===== src/hdl/shr_pkg.sv =====
// Shared types and constants for the supply headroom regulator.
// No dependencies; imported by every module of the block.
package shr_pkg;

	// Number of supply sources with a setting register
	localparam int SOURCE_COUNT = 4;

	localparam int SRC_W      = 2;
	localparam int READING_W  = 16;
	localparam int SETTING_W  = 6;
	localparam int HEADROOM_W = 17;
	localparam int CFG_IDX_W  = 2;
	localparam int CFG_DATA_W = 16;
	localparam int IN_DATA_W  = 48;
	localparam int OUT_DATA_W = 16;

	localparam logic [SETTING_W-1:0]  SETTING_MAX    = 6'd63;
	localparam logic [HEADROOM_W-1:0] HEADROOM_START = 17'h0FFFF;

	// Configuration register indexes
	localparam logic [CFG_IDX_W-1:0] CFG_THRESHOLD  = 2'd0;
	localparam logic [CFG_IDX_W-1:0] CFG_HYSTERESIS = 2'd1;

	typedef enum logic {
		OP_SAMPLE = 1'b0,
		OP_PRESET = 1'b1
	} op_t;

	// One input transaction, unpacked
	typedef struct packed {
		op_t                  operation;
		logic [SRC_W-1:0]     source_index;
		logic                 source_powered;
		logic                 driver_present;
		logic                 laser_enabled;
		logic [READING_W-1:0] supply_reading;
		logic [READING_W-1:0] forward_reading;
		logic                 group_last;
		logic [SETTING_W-1:0] preset_value;
	} item_t;

	// Running group status after the current sample
	typedef struct packed {
		logic [HEADROOM_W-1:0] min_headroom;
		logic                  any_counted;
	} group_t;

	// One result transaction
	typedef struct packed {
		logic                 changed;
		logic [SRC_W-1:0]     result_source;
		logic [SETTING_W-1:0] source_setting;
	} result_t;

endpackage


===== src/hdl/shr_headroom_tracker.sv =====
// Minimum-headroom tracker for one emitter group.
// Depends on shr_pkg (item_t, group_t, HEADROOM_START).
module shr_headroom_tracker import shr_pkg::*; (
	input  logic   clk,
	input  logic   arst_n,
	input  logic   en,        // item in stage 1 advances this cycle
	input  item_t  item,
	output group_t group      // status including the current item
);

	logic [HEADROOM_W-1:0] min_headroom_q;
	logic                  any_counted_q;
	logic [HEADROOM_W-1:0] diff;
	logic                  counts;
	logic                  lower;
	logic                  sample_en;

	// Headroom of this emitter; bit 16 set means forward exceeds supply
	assign diff   = {1'b0, item.supply_reading} - {1'b0, item.forward_reading};
	assign counts = item.driver_present && item.laser_enabled;
	assign lower  = counts && !diff[HEADROOM_W-1] && (diff < min_headroom_q);

	always_comb begin
		group.min_headroom = lower ? diff : min_headroom_q;
		group.any_counted  = any_counted_q || counts;
	end

	assign sample_en = en && (item.operation == OP_SAMPLE);

	// Group state: cleared after the last sample of a group
	always_ff @(posedge clk or negedge arst_n) begin
		if (!arst_n) begin
			min_headroom_q <= HEADROOM_START;
			any_counted_q  <= 1'b0;
		end else if (sample_en) begin
			if (item.group_last) begin
				min_headroom_q <= HEADROOM_START;
				any_counted_q  <= 1'b0;
			end else begin
				min_headroom_q <= group.min_headroom;
				any_counted_q  <= group.any_counted;
			end
		end
	end

endmodule


===== src/hdl/shr_setting_ctrl.sv =====
// Per-source setting store with preset and the step up/down decision.
// Depends on shr_pkg (item_t, group_t, result_t, SOURCE_COUNT, SETTING_MAX).
module shr_setting_ctrl import shr_pkg::*; (
	input  logic                  clk,
	input  logic                  arst_n,
	input  logic                  en,         // item in stage 1 advances this cycle
	input  item_t                 item,
	input  group_t                group,
	input  logic [CFG_DATA_W-1:0] threshold,
	input  logic [CFG_DATA_W-1:0] hysteresis,
	output result_t               result
);

	logic [SETTING_W-1:0]  setting_q [SOURCE_COUNT];
	logic [SETTING_W-1:0]  cur_setting;
	logic [SETTING_W-1:0]  new_setting;
	logic                  src_valid;
	logic                  evaluate;
	logic                  step_dn;
	logic                  step_up;
	logic [HEADROOM_W-1:0] upper_limit;

	// Read the selected source; an index with no entry reads as zero
	always_comb begin
		cur_setting = '0;
		src_valid   = 1'b0;
		for (int i = 0; i < SOURCE_COUNT; i++) begin
			if (int'(item.source_index) == i) begin
				cur_setting = setting_q[i];
				src_valid   = 1'b1;
			end
		end
	end

	assign upper_limit = {1'b0, threshold} + {1'b0, hysteresis};
	assign evaluate    = src_valid && item.source_powered && group.any_counted;
	assign step_dn     = evaluate && (group.min_headroom < {1'b0, threshold})
		&& (cur_setting != '0);
	assign step_up     = evaluate && (group.min_headroom > upper_limit)
		&& (cur_setting != SETTING_MAX);

	// Step the setting by one, saturating at both ends
	always_comb begin
		new_setting = cur_setting;
		if (step_dn)
			new_setting = cur_setting - SETTING_W'(1);
		else if (step_up)
			new_setting = cur_setting + SETTING_W'(1);
	end

	always_comb begin
		result.changed        = step_dn || step_up;
		result.result_source  = item.source_index;
		result.source_setting = new_setting;
	end

	// Store update: preset or end-of-group step
	always_ff @(posedge clk or negedge arst_n) begin
		if (!arst_n) begin
			for (int i = 0; i < SOURCE_COUNT; i++)
				setting_q[i] <= '0;
		end else if (en) begin
			for (int i = 0; i < SOURCE_COUNT; i++) begin
				if (int'(item.source_index) == i) begin
					if (item.operation == OP_PRESET)
						setting_q[i] <= item.preset_value;
					else if (item.group_last && evaluate)
						setting_q[i] <= new_setting;
				end
			end
		end
	end

endmodule


===== src/hdl/supply_headroom_regulator.sv =====
// Supply headroom regulator top level: input register, tracker, setting control,
// result register and configuration registers.
// Depends on shr_pkg, shr_headroom_tracker and shr_setting_ctrl.
//
// Usage:
//   s_axis carries one transaction per emitter sample or preset. tuser is the
//   operation (0 sample, 1 preset), tlast marks the last sample of a group.
//   m_axis carries one result per group: changed flag, source and its setting
//   after the step. Presets and samples that are not last give no result.
//   cfg_we/cfg_index/cfg_data write the threshold (index 0) and hysteresis
//   (index 1); other indexes are ignored. Write only while the block is idle.
// Timing:
//   One transaction accepted per cycle while s_axis_tready is high. A transaction
//   is held in the input register, evaluated in one pass of the headroom subtract
//   and threshold compares, and its result is then captured in the result register.
// Reset:
//   arst_n clears the setting store to zero, both registers to zero, the group
//   minimum to 0xFFFF and the counted flag; both valid flags go low.
// Stall:
//   While a result waits on m_axis_tready, samples without a result keep
//   flowing; a second group result holds in the input register and s_axis_tready
//   drops until the waiting result is taken.
module supply_headroom_regulator import shr_pkg::*; (
	input  logic                  clk,
	input  logic                  arst_n,
	// Input stream
	input  logic                  s_axis_tvalid,
	output logic                  s_axis_tready,
	// [1:0] source_index, [2] source_powered, [3] driver_present,
	// [4] laser_enabled, [20:5] supply_reading, [36:21] forward_reading,
	// [42:37] preset_value, [47:43] zero
	input  logic [IN_DATA_W-1:0]  s_axis_tdata,
	input  logic                  s_axis_tuser,   // [0] operation
	input  logic                  s_axis_tlast,   // group_last
	// Result stream
	output logic                  m_axis_tvalid,
	input  logic                  m_axis_tready,
	// [0] changed, [2:1] result_source, [8:3] source_setting, [15:9] zero
	output logic [OUT_DATA_W-1:0] m_axis_tdata,
	// Configuration writes
	input  logic                  cfg_we,
	input  logic [CFG_IDX_W-1:0]  cfg_index,
	input  logic [CFG_DATA_W-1:0] cfg_data
);

	item_t                 item_in;
	item_t                 item_s1;
	logic                  valid_s1;
	logic                  result_s1;
	logic                  advance_s1;
	group_t                group;
	result_t               result;
	result_t               result_q;
	logic                  out_valid_q;
	logic [CFG_DATA_W-1:0] threshold_q;
	logic [CFG_DATA_W-1:0] hysteresis_q;

	// Unpack the input transaction
	always_comb begin
		item_in.operation       = op_t'(s_axis_tuser);
		item_in.source_index    = s_axis_tdata[1:0];
		item_in.source_powered  = s_axis_tdata[2];
		item_in.driver_present  = s_axis_tdata[3];
		item_in.laser_enabled   = s_axis_tdata[4];
		item_in.supply_reading  = s_axis_tdata[20:5];
		item_in.forward_reading = s_axis_tdata[36:21];
		item_in.preset_value    = s_axis_tdata[42:37];
		item_in.group_last      = s_axis_tlast;
	end

	// Stage 1 advances unless it would produce a result while a waiting result is not taken
	assign result_s1     = valid_s1 && (item_s1.operation == OP_SAMPLE) && item_s1.group_last;
	assign advance_s1    = valid_s1 && (!result_s1 || !out_valid_q || m_axis_tready);
	assign s_axis_tready = !valid_s1 || advance_s1;

	// Input register
	always_ff @(posedge clk or negedge arst_n) begin
		if (!arst_n)
			valid_s1 <= 1'b0;
		else if (s_axis_tready)
			valid_s1 <= s_axis_tvalid;
	end

	always_ff @(posedge clk) begin
		if (s_axis_tvalid && s_axis_tready)
			item_s1 <= item_in;
	end

	shr_headroom_tracker u_tracker (
		.clk    (clk),
		.arst_n (arst_n),
		.en     (advance_s1),
		.item   (item_s1),
		.group  (group)
	);

	shr_setting_ctrl u_setting (
		.clk        (clk),
		.arst_n     (arst_n),
		.en         (advance_s1),
		.item       (item_s1),
		.group      (group),
		.threshold  (threshold_q),
		.hysteresis (hysteresis_q),
		.result     (result)
	);

	// Result register
	always_ff @(posedge clk or negedge arst_n) begin
		if (!arst_n)
			out_valid_q <= 1'b0;
		else if (advance_s1 && result_s1)
			out_valid_q <= 1'b1;
		else if (m_axis_tready)
			out_valid_q <= 1'b0;
	end

	always_ff @(posedge clk) begin
		if (advance_s1 && result_s1)
			result_q <= result;
	end

	assign m_axis_tvalid = out_valid_q;
	assign m_axis_tdata  = {{(OUT_DATA_W - SETTING_W - SRC_W - 1){1'b0}},
		result_q.source_setting, result_q.result_source, result_q.changed};

	// Configuration registers
	always_ff @(posedge clk or negedge arst_n) begin
		if (!arst_n) begin
			threshold_q  <= '0;
			hysteresis_q <= '0;
		end else if (cfg_we) begin
			unique case (cfg_index)
				CFG_THRESHOLD:  threshold_q  <= cfg_data;
				CFG_HYSTERESIS: hysteresis_q <= cfg_data;
				default: ;
			endcase
		end
	end

endmodule


===== config.mk =====
export PLATFORM = sky130hd
export DESIGN_NAME = supply_headroom_regulator
export DESIGN_NICKNAME = d
export VERILOG_FILES = /design/src/hdl/shr_pkg.sv /design/src/hdl/shr_headroom_tracker.sv /design/src/hdl/shr_setting_ctrl.sv /design/src/hdl/supply_headroom_regulator.sv
export SDC_FILE = /design/constraint.sdc
export NUM_CORES = 1
export LEC_CHECK = 0
export ABC_AREA = 0
export BUFFER_PORTS_ARGS = -buffer_cell sky130_fd_sc_hd__buf_2
export CORE_MARGIN = 10
export CORE_UTILIZATION = 59
export CTS_CLUSTER_SIZE = 30
export DETAILED_ROUTE_END_ITERATION = 10
export GPL_TIMING_DRIVEN = 0
export HOLD_SLACK_MARGIN = 0.02
export PLACE_DENSITY = 0.77
export SLEW_MARGIN = 10
export SYNTH_ARGS = -nofsm -noshare
export SYNTH_HDL_FRONTEND = slang
export SYNTH_SLANG_ARGS = --single-unit

===== constraint.sdc =====
create_clock -name clk -period 8.6 [get_ports clk]
set_input_delay 1.72 -clock clk [delete_from_list [all_inputs] [get_ports clk]]
set_output_delay 1.72 -clock clk [all_outputs]
set_load 0.005 [all_outputs]

Word level (Yosys, flattened, before mapping)
Cells that the tools add are included.

Register bits after elaboration: 130. Output and inout port bits: 18. Bits of input ports: 73.

Reduce and logical (&&, ||, !) cells: 36. Order comparisons: 3. Muxes and demuxes: 17. Equal/unequal tests: 5. $add $sub $neg: 4. Bitwise logic cells: 1.

Operators with widths (number): $mux 6 (8); $mux 17 (2); $add 16x16->17 (1); $gt 17x17->1 (1); $lt 17x16->1 (1); $lt 17x17->1 (1); $sub 16x16->17 (1); $logic_and 1x1->1 (16); $reduce_and 3->1 (4); $mux 1 (7); $add 6x1->6 const B (1); $ne 6x6->1 const B (1); $reduce_bool 6->1 (1); $sub 6x1->6 const B (1); $logic_or 1x1->1 (5); $eq 2x1->1 const B (2); $eq 2x2->1 const B (2); $logic_not 1->1 (4); $logic_not 2->1 (2); $reduce_and 2->1 (2); $reduce_bool 2->1 (2); $not 1->1 (1).

Depth between registers and ports, before layout
Gate-level depths: netlist (run 1).

Depth after elaboration: 13. Depth in mapped cells: 37.

Cells and area by module
A second synthesis (run 1) with hierarchy kept.

Cell total of the unflattened synthesis: 755. Area total of the unflattened synthesis: 8353.0 µm².

Modules (own cells, without submodules): supply_headroom_regulator (area an instance 2997.9 µm², times used 1, sequential area each 2472.4 µm², cells each 141); shr_setting_ctrl (area an instance 2942.8 µm², times used 1, sequential area each 600.6 µm², cells each 323); shr_headroom_tracker (area an instance 2412.3 µm², times used 1, sequential area each 470.5 µm², cells each 291).

Worst setup path after synthesis (run 1)
Ideal clock, no wire load.

Path type: reg2reg. From: register item_s1[23] in the netlist's numbering. To: register u_setting.setting_q[14] in the netlist's numbering. Path slack: 1.511 ns. Data arrival time: 6.964 ns. Stages on the path, launching flop included: 34. Library setup time: 0.125 ns. Path buffers: 2. Period minus slack after synthesis: 7.089 ns. Path through: edfxtp_1 > inv_1 > ha_1 > inv_1 > fa_1 > a211oi_2 > o21ai_2 > o21ai_0 > nor2b_1 > o21ai_0 > nand2_1 > a21o_1 > a21oi_1 > xnor2_1 > ha_1 > nand4_1 > or3_1 > a221o_1 > and3_1 > nand2_2 > buf_4 > clkbuf_1 > mux2_2 > ha_1 > nand2_1 > or3_1 > or2_2 > a21bo_2 > a41oi_1 > o211ai_2 > nor2_2 > mux2i_1 > o221ai_1 > mux2_2.

Word-level cells in the longest chain between the ends: 12.

RTL lines: start: declaration (RTL line supply_headroom_regulator.sv:47) `item_t item_s1;`; start signal: assignment (RTL line supply_headroom_regulator.sv:86) `item_s1 <= item_in;`; $sub 16x16->17 * (RTL line shr_headroom_tracker.sv:19) `assign diff = {1'b0, item.supply_reading} - {1'b0, item.forward_reading};`; parallel branches: the longest is 3 deep, another holds $lt 17x17->1; $mux 17 * (RTL line shr_headroom_tracker.sv:24) `group.min_headroom = lower ? diff : min_headroom_q;`; $gt 17x17->1 (RTL line shr_setting_ctrl.sv:39) `assign step_up = evaluate && (group.min_headroom > upper_limit)`; $logic_and 1x1->1 (RTL line shr_setting_ctrl.sv:39); $logic_and 1x1->1 (RTL line shr_setting_ctrl.sv:40) `&& (cur_setting != SETTING_MAX);`; $mux 6 (RTL line shr_setting_ctrl.sv:47) `else if (step_up)`; $mux 6 * (RTL line shr_setting_ctrl.sv:45) `if (step_dn)`; $mux 6 * (RTL line shr_setting_ctrl.sv:67) `else if (item.group_last && evaluate)`; $mux 6 * (RTL line shr_setting_ctrl.sv:65) `if (item.operation == OP_PRESET)`; end signal: indexed assignment (RTL line shr_setting_ctrl.sv:66) `setting_q[i] <= item.preset_value;`; end signal: indexed assignment (RTL line shr_setting_ctrl.sv:68) `setting_q[i] <= new_setting;`; end: declaration (RTL line shr_setting_ctrl.sv:14) `logic [SETTING_W-1:0] setting_q [SOURCE_COUNT];`.

Every way passes the cells marked *. The select of a mux whose other input is x is not followed. A chain may end at the register's enable or synchronous reset.

Worst setup path after layout (run 1)
From: register item_s1[23] in the netlist's numbering. To: register u_setting.setting_q[19] in the netlist's numbering.

The elaborated chain is that of the path after synthesis.

==> results.txt, run 1 <==
The synthesized instance count came out at 744. For hold timing, the worst endpoint is u_setting.setting_q[15]$_DFFE_PN0P_. The number of detailed-route iterations in the first pass is 5. The number of max-cap violations came out at 0. The worst path arrival time is 8.37 ns. Headroom to the max-slew limit came out at 27.4%. The achievable clock frequency came out at 124 MHz. The number of global-route vias before repair is 6136. The global-route wire length before repair is 29900 um. Detailed placement finished with a half-perimeter wire length of 14000 um.

The mean area per synthesized cell came out at 10.8 um2. In the final routed layout, each cell accounts on average for 17.6 um. The initial core utilization is 60.4%.

The worst setup timing slack at the placement stage came out at 0.387 ns. The highest cell delay on the worst timing path came out at 0.50 ns. The clock root buffer is clkbuf_16.

The count of different cell masters after synthesis came out at 73. Synthesis inferred 130 register bits. The netlist area before placement is 0.00802 mm2. The worst setup path is launched from a flip-flop. The proportion of synthesized chip area in sequential cells came out at 44.2%. The total negative slack for setup checks came out at 0 ns. The CTS tree is built. From synthesis to final layout, the design area changed by 15.8%. The flow ran to the end, and the final reports show no timing, DRC or antenna violations. The number of routed nets with antenna violations came out at 0.

The shortest clock period the worst path allows after layout came out at 8.08 ns. The die span in y is 137 um. The number of hold-slack violations in the final timing report came out at 0.

The most numerous cell type found on the critical path is nand2_1. The data required time at the worst endpoint is 8.89 ns. Leaving out fill and tap cells, the most frequent cell in the layout is ha_1. Entering global routing, the biggest net connects 55 pins.

No sink is reached through more buffers than the 2 on the longest clock path. The total overflow reported by the global router is 0. The count of vias placed by the detailed router is 6064. The number of warnings issued by yosys came out at 0. Setup violations remaining at the end of the flow were counted as 0. The worst hold path begins at u_setting.setting_q[15]$_DFFE_PN0P_. The largest individual stage delay along the critical path comes from the cell a311oi_2. The total CTS buffers came out at 17. The detailed router finished its first iteration with 282 violations. The number of antenna violations at the first check in global routing is 0. After synthesis, the share of flip-flops with an asynchronous set or reset is 58.5%. The worst setup skew after layout came out at 0.0115 ns. The share of post-route cells with drive strength above 1 came out at 24.7%. The via density per instance is 5.84.

The die area came out at 0.0187 mm2. The net count reported at finish came out at 1005. Setup repair after global routing left no endpoint under its margin.

The final-report max-slew violation count came out at 0. The most critical setup path has its startpoint at item_s1[23]$_DFFE_PP_. The worst-case IR drop observed on VDD is 0.213 mV.

After detailed placement, the design holds a cell count of 1006. The CTS sink count is 130. For this design, the CTS-stage hold fixing added 0 buffers. During I/O placement, the number of pins put on the boundary was 91. In this run the critical register-to-register path is captured at u_setting.setting_q[19]$_DFFE_PN0P_. The path category of the worst min-delay check is flip-flop to flip-flop. Measured along the x axis, the die boundary spans 137 um. The insertion delay to the later sink of the worst-skew pair came out at 0.43 ns. The share of the clock period used by the worst path after layout came out at 94.0%.

Ranked by total cell area, the synthesized netlist is headed by edfxtp_1 (20%), dfrtp_1 (19%), ha_1 (13%). The top cell type by total area after synthesis is edfxtp_1. The number of enable-type register cells in the synthesized netlist is 54. The weighted congestion reported at the end of routability-driven placement is 0.871. The floorplan has 42 rows. The number of stages on the worst hold path came out at 1.

In this run the biggest area consumer among cell types represents 20.2% of the synthesized area. The smallest setup slack after layout came out at 0.518 ns. The reported leakage power is 4.16 nW. The internal reg-to-reg setup slack came out at 0.52 ns. The sort of element at the end of the critical path is a flip-flop. The non-filler instance count after layout came out at 1038. The cell count of the worst reg-to-reg path came out at 33. Among all flip-flop cells after synthesis, the most frequent one is dfrtp_1. The final layout contains routed wiring with a total length of 18300 um.

The number of input and output port buffers inserted is 78. Measured on the finished design, the core utilization comes to 69.9%. The core area is 0.0133 mm2.

For this run, design rule violations remaining after detail routing come to 0. Clock-pin slew was measured on the worst setup and hold paths at 0.07 ns. The worst register-to-register path begins at item_s1[23]$_DFFE_PP_. The overall global routing resource usage came out at 20.3%. The transition time at the pin with the least slew margin is 1.09 ns.

The critical path is of the flip-flop to flip-flop type. The total power divided by cell area came out at 245 mW/mm2. In this run the worst path has a maximum fanout of 10. The number of antenna cells inserted came out at 0. In the layout the commonest cells are ha_1 (81), buf_2 (80), inv_1 (74), dfrtp_1 (60), edfxtp_1 (54).

The H-tree generated during clock tree synthesis spans 4 levels.
## timing repair
item,CTS,global route
gates resized for setup,0,3
setup buffers,0,0
setup endpoints to repair,0,20
endpoints found under the hold margin,0,0
## per-layer routing
layer  routed length (um)  global-route usage [%]  up-vias
met4                  341                    7.22        0
met1                 8240                    25.8     2897
met2                 8560                    32.5      196
met5                    0                       0        -
met3                 1170                    5.46       40
li1                     -                       -     2931
## power by group
part	internal [W]	switching (W)	total [W]
Combinational	0.000341	0.000441	0.000781
Clock	0.000394	0.000294	0.000688
Sequential	0.000753	0.0000538	0.000807
Total	0.00149	0.000789	0.00228
## layout make-up
| cell class | instances | area (um2) |
|---|---|---|
| Buffer | 24 | 133 |
| Clock buffer | 19 | 453 |
| Clock inverter | 13 | 115 |
| Fill cell | 971 | 4000 |
| Inverter | 75 | 282 |
| Multi-Input combinational cell | 521 | 4110 |
| Sequential cell | 130 | 3540 |
| Tap cell | 176 | 220 |
| Timing Repair Buffer | 80 | 440 |
## flip-flops by register name, indices dropped and copies added (netlist names)
| register | flops |
|---|---|
| u_tracker.min_headroom_q | 17 |
| valid_s1 | 1 |
| u_tracker.any_counted_q | 1 |
| threshold_q | 16 |
| u_setting.setting_q | 24 |
| item_s1 | 45 |
| hysteresis_q | 16 |
| m_axis_tdata | 9 |
| m_axis_tvalid | 1 |
## per-stage QoR
| stage | area [um2] | hold WS [ns] | total power [W] |
|---|---|---|---|
| finish | 9290 | 0.507 | 0.00228 |
| floorplan | 8050 | 0.450 | 0.00138 |
| global placement | 8660 | 0.465 | 0.00154 |
| CTS | 9280 | 0.503 | 0.00228 |
| global route | 9290 | 0.522 | 0.00242 |
| detailed placement | 8710 | 0.481 | 0.00158 |
## cell usage after synthesis (3+ instances only)
library cell  count
nand2_1          50
buf_4             8
nor4_1            5
dfstp_2          16
ha_1             81
nor3_1            8
a21oi_1          44
or3_1             4
dfrtp_1          60
and3_1            6
nor2b_1          12
a21boi_0          4
mux4_2            6
a211oi_1          4
buf_2             3
o31ai_1           6
inv_1            74
o21ai_0          37
xnor2_1          14
o21ai_1           6
edfxtp_1         54
or2_2             4
o21bai_1          8
o22a_1           16
o21a_1            7
xor2_1           16
nand4_1           7
mux2_2           41
and2_1            4
nand3_1          15
a21o_1           12
clkbuf_1         12
o21ai_2           3
nor2_1           35
a311o_1           3
nand2b_1          4
a31oi_1           6
## cells by family after synthesis
logic type / synth area share (%)
buffers and inverters: 5.15
adder cells (fa/ha/maj): 13.1
other: 0.0467
multiplexers: 7.69
flip-flops: 44.2
AO/OA/AOI/OAI: 16.5
AND/OR/NAND/NOR: 10.0
XOR/XNOR: 3.27
## how the worst max path moves through the flow
| stage | endpoint | slack [ns] | depth (start not counted) |
|---|---|---|---|
| 6_report | u_setting.setting_q[19]$_DFFE_PN0P_ | 0.52 | 33 |
| 3_5_place_dp | u_setting.setting_q[19]$_DFFE_PN0P_ | 0.39 | 33 |
| 4_1_cts | u_setting.setting_q[23]$_DFFE_PN0P_ | 0.36 | 33 |
| 2_1_floorplan | u_setting.setting_q[14]$_DFFE_PN0P_ | 1.51 | 33 |
| 5_1_grt | u_setting.setting_q[7]$_DFFE_PN0P_ | 0.05 | 32 |
| 3_3_place_gp | u_setting.setting_q[19]$_DFFE_PN0P_ | 0.50 | 33 |
## critical path: cells and delay by family (launching register included)
family / cells / cell delay [ns]
XOR/XNOR: 1 / 0.14
AO/OA/AOI/OAI: 12 / 3.04
buffers and inverters: 4 / 0.63
flip-flops: 1 / 0.36
adder cells (fa/ha/maj): 4 / 1.21
multiplexers: 1 / 0.42
AND/OR/NAND/NOR: 11 / 2.12
Power figures use the tool's default switching activity.
==> inputs of run 2 (changes only) <==
PLACE_DENSITY = 0.82   (was 0.77)
==> results.txt, run 2 (synthesis gave the netlist of run 1 again) <==
The startpoint of the lowest-slack register-to-register path is item_s1[24]$_DFFE_PP_. The total CTS buffers came out at 17. The shortest clock period the worst path allows after layout came out at 8.14 ns.

The final critical path takes up 94.6% of the cycle. The number of stages on the worst hold path is 2. The floorplan row count is 42. The total overflow reported by the global router came out at 0. The smallest setup slack after layout is 0.461 ns. The clock root buffer is clkbuf_16. STA classifies the critical path startpoint as a flip-flop. The die area is 0.0187 mm2. The number of setup violations in the final report came out at 0. The critical setup path kind is flip-flop to flip-flop.

STA classifies the critical path endpoint as a flip-flop. The first routing iteration left 405 violations. The total negative slack for setup checks is 0 ns. The weighted congestion reported at the end of routability-driven placement came out at 0.920. The clock reaches the later pin of the worst-skew pair after 0.43 ns. The floorplan die width is 137 um. The number of global-route vias before repair came out at 6425.

For hold timing, the worst endpoint is u_setting.setting_q[13]$_DFFE_PN0P_. The net count reported at finish is 1005. The deepest clock path buffer count is 2. The number of hold-slack violations in the final timing report is 0. The run finished with clean final reports. The H-tree was split into 4 levels. The initial core utilization came out at 60.4%. The register with the most flip-flops in the layout has 45 of them. The cell type of the slowest stage on the worst timing path is o21ai_1. The number of input and output port buffers inserted came out at 78.

For this design, the sink count on the clock tree is 130. The highest cell delay on the worst timing path is 0.46 ns. The most common cell type on the critical path is ha_1.

The largest registers in the layout are item_s1 x45, u_setting.setting_q x24, u_tracker.min_headroom_q x17. The post-route cell area came out at 0.00929 mm2. The total wire length is 18500 um.

The cell area after placement is 0.00871 mm2. The top cell types in the final layout, fill and taps aside, are ha_1 (81), buf_2 (80), inv_1 (74), dfrtp_1 (60), edfxtp_1 (54). Based on the critical path, the design can be clocked at up to 123 MHz. The kind of cell with the highest combined delay along the critical path is compound AO/OA/AOI/OAI gates. The data required time at the worst endpoint is 8.76 ns. The worst path arrival time is 8.30 ns. The destination of the worst register-to-register timing path is m_axis_tdata[8]$_DFFE_PP_.

The max-slew headroom at the worst pin is 32.1%. TritonCTS built the clock tree. The worst setup timing slack at the placement stage came out at 0.329 ns. More flip-flops sit in one register than any other, and that register is item_s1. The via density per instance came out at 5.89. The final-report max-slew violation count came out at 0. The tightest min-delay check is of the flip-flop to flip-flop type.

Compared with the post-synthesis result, the final layout area differs by 15.8%. The leading cell type in the layout, fill and taps excluded is ha_1. The count of vias placed by the detailed router is 6109. The internal reg-to-reg setup slack is 0.46 ns. The share of post-route cells with drive strength above 1 came out at 24.6%. The cell count of the worst reg-to-reg path is 31. Measured on the finished design, the core utilization comes to 69.9%.

The maximum vdd drop came out at 0.167 mV. The die is 137 um tall. The number of placed I/O pins came out at 91. For this design the static power due to leakage is 4.15 nW. On the final layout, the worst clock skew is 0.0109 ns. Once detail routing completed, the nets flagged for antenna violations numbered 0. The transition time at the pin with the least slew margin came out at 1.02 ns. Setup repair after global routing left no endpoint under its margin.

The launch instance of the worst min-delay path is u_setting.setting_q[13]$_DFFE_PN0P_. The number of detailed-route iterations in the first pass came out at 7. The count of buffer and inverter cells on the critical path is 3.

The overall global routing resource usage came out at 20.6%. The post-detailed-route DRC marker count came out at 0. The biggest fanout along the worst timing path is 10. The number of antenna cells inserted is 0. The number of antenna violations at the first check in global routing is 0. The number of hold buffers added after cts came out at 0.

The number of max-cap violations is 0. The worst hold slack came out at 0.485 ns. The global-route wire length before repair is 30900 um.

The clock edge transition at the registers on the reported setup and hold paths is 0.06 ns. The total power divided by cell area is 245 mW/mm2. The detailed placement HPWL is 14300 um.

The core area is 0.0133 mm2. The post-detailed-route wirelength per cell came out at 17.9 um. The maximum number of pins on one net before global-route repair came out at 55.
-- run 2: layout make-up --
type	count	area, um2
timing repair buffer	80	440
clock buffer	20	468
fill	934	4010
tap	176	220
buffer	24	133
clock inverter	12	96.3
inverter	75	282
sequential	130	3540
multi-input combinational	521	4110
-- run 2: report_power, final --
group | total (W) | internal (W) | switching (W) | leakage [nW]
clock | 0.000688 | 0.000398 | 0.000291 | 0.273
sequential | 0.000807 | 0.000753 | 0.0000537 | 1.42
combinational | 0.000785 | 0.000341 | 0.000444 | 2.45
-- run 2: repair_timing --
item | CTS | global route
buffers inserted | 0 | 0
resized for setup | 0 | 4
setup endpoints to repair | 0 | 28
-- run 2: tightest hold or removal path, cell delays in order, from the launching register on --
cell and delay, ns:
dfrtp_1 0.34, nand2_1 0.05, o21ai_1 0.06
-- run 2: per-layer routing --
layer  GRT usage [%]  wire length [um]  vias to the layer above
met5               0                 0                        -
li1                -                 -                     2925
met1            26.7              8180                     2915
met3            5.39              1300                       37
met2            32.4              8680                      232
met4            7.87               381                        0
-- run 2: how the worst max path moves through the flow --
stage	from	to	slack, ns	cells after the start
global route	item_s1[8]$_DFFE_PP_	u_setting.setting_q[20]$_DFFE_PN0P_	0.002	32
finish	item_s1[24]$_DFFE_PP_	m_axis_tdata[8]$_DFFE_PP_	0.46	31
floorplan	item_s1[23]$_DFFE_PP_	u_setting.setting_q[14]$_DFFE_PN0P_	1.51	33
global placement	item_s1[23]$_DFFE_PP_	u_setting.setting_q[14]$_DFFE_PN0P_	0.46	33
detailed placement	item_s1[23]$_DFFE_PP_	u_setting.setting_q[2]$_DFFE_PN0P_	0.33	33
CTS	item_s1[23]$_DFFE_PP_	u_setting.setting_q[20]$_DFFE_PN0P_	0.21	33
-- run 2: metrics by stage --
| stage | instances | power, W |
|---|---|---|
| final | 1038 | 0.00228 |
| after global routing | 1038 | 0.00242 |
| after CTS | 1038 | 0.00228 |
| after detailed placement | 1006 | 0.00158 |
| after global placement | 1004 | 0.00154 |
| after floorplan | 750 | 0.00138 |
==> inputs of run 3 (changes only) <==
SYNTH_HIERARCHICAL = 1   (was unset)
==> results.txt, run 3 <==
The biggest fanout along the worst timing path is 8. The total negative slack for setup checks is 0 ns. The sort of element at the end of the critical path is a flip-flop. The number of routed nets with antenna violations came out at 0. The leading cell type in the layout, fill and taps excluded is ha_1.

The share of post-route cells with drive strength above 1 is 27.9%. The number of cells on the critical path is 25. The data required time at the worst endpoint is 8.90 ns.

The post-CTS setup buffer count came out at 0. Routability-driven placement finished with a final weighted congestion of 0.914. From synthesis to final layout, the design area changed by 15.4%. Measured against its own limit, the worst slew margin works out to 28.1%.

The flow ran to the end, and the final reports show no timing, DRC or antenna violations. The number of gates resized after cts is 0. The repair_antennas step left the layout with diodes totalling 0. The critical path ends at u_setting/setting_q[5]$_DFFE_PN0P_. Among all flip-flop cells after synthesis, the most frequent one is dfrtp_1.

The non-filler instance count after layout is 1053. The total CTS buffers is 17. Of the available clock period, the critical path in the final layout requires 79.4%.

The tool flagged a number of max-cap violations equal to 0. Once detailed placement completed, the half-perimeter wirelength came to 13700 um. During placement, the flow inserted port buffers numbering 78.

The proportion of synthesized chip area in sequential cells is 42.4%. STA classifies the critical path startpoint as a flip-flop. During synthesis, Yosys emitted a total of 6 warnings. In this run the power density over the cells is 254 mW/mm2.

The initial core utilization is 60.2%. The post-detailed-route DRC marker count is 0. The synthesized instance count came out at 755. The highest cell delay on the worst timing path came out at 0.56 ns. The later pin in the worst-skew pair is clocked with a latency of 0.42 ns. The flip-flop count of the largest register, all copies and words added is 45. The total wire length came out at 18400 um.

The number of enable-type register cells in the synthesized netlist is 54. The share of flip-flops with an asynchronous set or reset is 58.5%. The most instantiated library cell after synthesis is ha_1. The flop and latch count out of synthesis came out at 130. The transition time at the pin with the least slew margin came out at 1.07 ns.

The total overflow reported by the global router came out at 0. The number of hold buffers added after cts is 0. The worst setup skew after layout came out at 0.00659 ns. For this run, the top clock speed supported by timing is 146 MHz. In the post-route analysis, the smallest setup slack over all paths is 1.77 ns. The shortest clock period the worst path allows after layout is 6.83 ns. The number of global-route vias before repair is 6124. The final-report max-slew violation count is 0.

The startpoint identified for the worst register-to-register timing path is item_s1[23]$_DFFE_PP_. The number of antenna violations at the first check in global routing is 0. The number of violations reported at the end of detailed-routing iteration 0 came out at 413. The min-delay analysis places its worst path in the category flip-flop to flip-flop. The die covers 0.0193 mm2. CTS saw 130 sinks. The critical path starts at item_s1[23]$_DFFE_PP_. In the layout the commonest cells are ha_1 (83), buf_2 (82), inv_1 (74), dfrtp_1 (60), edfxtp_1 (54). The number of hold-slack violations in the final timing report is 0. The core area came out at 0.0139 mm2.

The maximum vdd drop came out at 0.159 mV. The netlist area before placement came out at 0.00835 mm2. The floorplan die width is 139 um. The net count reported at finish came out at 1018.

After synthesis, the largest area contributor takes up 19.4% of total cell area. The cell total after placement is 1021. The count of different cell masters after synthesis came out at 86. For this run, the total global-route usage over all layers was measured as 18.9%. The number of placed I/O pins is 91.

Of all cell types, the one taking the most synthesized area is edfxtp_1. The worst register-to-register path ends at u_setting/setting_q[5]$_DFFE_PN0P_. In this design, the critical path's most frequently occurring cell is ha_1.

Setup repair after global routing left no endpoint under its margin. Ranked by total cell area, the synthesized netlist is headed by edfxtp_1 (19%), dfrtp_1 (18%), ha_1 (12%). The CTS tree is built. The clock edge transition at the registers on the reported setup and hold paths is 0.06 ns. The maximum number of pins on one net before global-route repair is 58. The first TritonRoute pass finished after 5 iterations. The register ranked first by flip-flop count is item_s1. The post-detailed-route wirelength per cell came out at 17.4 um.

The internal reg-to-reg setup slack came out at 1.77 ns. The number of setup violations in the final report came out at 0. The cell count of the worst reg-to-reg path came out at 25. The floorplan row count is 43.

In the final layout, the registers with the most flip-flops are item_s1 x45, u_setting/setting_q x24, u_tracker/min_headroom_q x17. The global-route wire length before repair is 30400 um. Among all stages on the critical path, the largest delay is contributed by or3_2. The deepest clock path buffer count is 2. The critical setup path kind is flip-flop to flip-flop. Together, buffers and inverters on the worst path number 2.

The die is 139 um tall. The number of levels in the clock H-tree is 4. In this run the static leakage power is 4.41 nW. The kind of cell with the highest combined delay along the critical path is compound AO/OA/AOI/OAI gates. The via density per instance is 5.77. Before CTS, the worst setup slack after placement is 1.84 ns. Ranked by instance count, the synthesized netlist is headed by ha_1 (83), inv_1 (74), dfrtp_1 (60), edfxtp_1 (54), mux2_2 (49). The count of vias placed by the detailed router came out at 6078. The clock root buffer is clkbuf_16. The mean area per synthesized cell came out at 11.1 um2.

The worst path arrival time came out at 7.13 ns.
## run 3: cell families after synthesis
group,Yosys count,share of synthesized area (%)
simple gates,167,10.6
fa+ha+maj,85,12.9
xor+xnor,26,2.73
other cells,1,0.0449
compound gates,185,16.2
buf+inv,98,5.47
mux,63,9.69
flops,130,42.4
## run 3: per-layer routing
layer	GRT usage [%]	share of wire (%)	up-vias
met5	0	0	-
met4	4.01	0.62	0
met3	4.66	5.3	11
met2	31.1	48	182
met1	24.7	46	2886
li1	-	-	2999
## run 3: how the worst min path moves through the flow
stage | from | to | slack, ns | depth (start not counted)
6_report | u_setting/setting_q[13]$_DFFE_PN0P_ | u_setting/setting_q[13]$_DFFE_PN0P_ | 0.48 | 2
5_1_grt | hysteresis_q[14]$_DFFE_PN0P_ | hysteresis_q[14]$_DFFE_PN0P_ | 0.52 | 1
4_1_cts | u_setting/setting_q[13]$_DFFE_PN0P_ | u_setting/setting_q[13]$_DFFE_PN0P_ | 0.48 | 2
3_5_place_dp | u_setting/setting_q[13]$_DFFE_PN0P_ | u_setting/setting_q[13]$_DFFE_PN0P_ | 0.47 | 2
3_3_place_gp | u_setting/setting_q[7]$_DFFE_PN0P_ | u_setting/setting_q[7]$_DFFE_PN0P_ | 0.46 | 2
2_1_floorplan | u_setting/setting_q[7]$_DFFE_PN0P_ | u_setting/setting_q[7]$_DFFE_PN0P_ | 0.44 | 2
## run 3: worst reg2reg max path, cell delays in order, from the launching register on
cell and delay, ns:
edfxtp_1 0.35, inv_1 0.06, ha_1 0.17, inv_1 0.06, fa_1 0.43, a211oi_2 0.28, o211a_1 0.29, o211ai_2 0.16
a31oi_1 0.23, xnor2_1 0.23, ha_1 0.32, a21o_1 0.16, a21oi_1 0.13, o221ai_1 0.19, or3_2 0.56, nor2_8 0.24
mux2_4 0.35, ha_1 0.31, a211oi_1 0.36, o211ai_1 0.16, a211o_1 0.36, a2111oi_0 0.39, a41oi_1 0.12, xnor2_1 0.22
mux2_4 0.31, mux2_2 0.28
## run 3: area by class of cell
cell class | count | area (um2)
clock buffers | 20 | 447
inverters | 75 | 287
well taps | 180 | 225
plain buffers | 23 | 170
fillers | 980 | 4240
clock inverters | 12 | 149
multi-input cells | 533 | 4380
repair buffers | 80 | 440
flip-flops and latches | 130 | 3540
## run 3: power by group
| group | leakage [nW] | switching [W] | internal (W) |
|---|---|---|---|
| sequential | 1.41 | 0.0000595 | 0.000767 |
| clock | 0.288 | 0.000281 | 0.000441 |
| combinational | 2.71 | 0.000499 | 0.000401 |
| total | 4.41 | 0.000839 | 0.00161 |
## run 3: metrics by stage
stage          hold slack [ns]  instance area (um2)  utilization (%)  power [W]
4_1_cts                  0.479                 9640             69.4    0.00245
3_3_place_gp             0.459                 8990             64.8    0.00168
3_5_place_dp             0.465                 9040             65.1    0.00171
5_1_grt                  0.521                 9640             69.4    0.00260
6_report                 0.481                 9640             69.4    0.00245
2_1_floorplan            0.445                 8380                -    0.00149
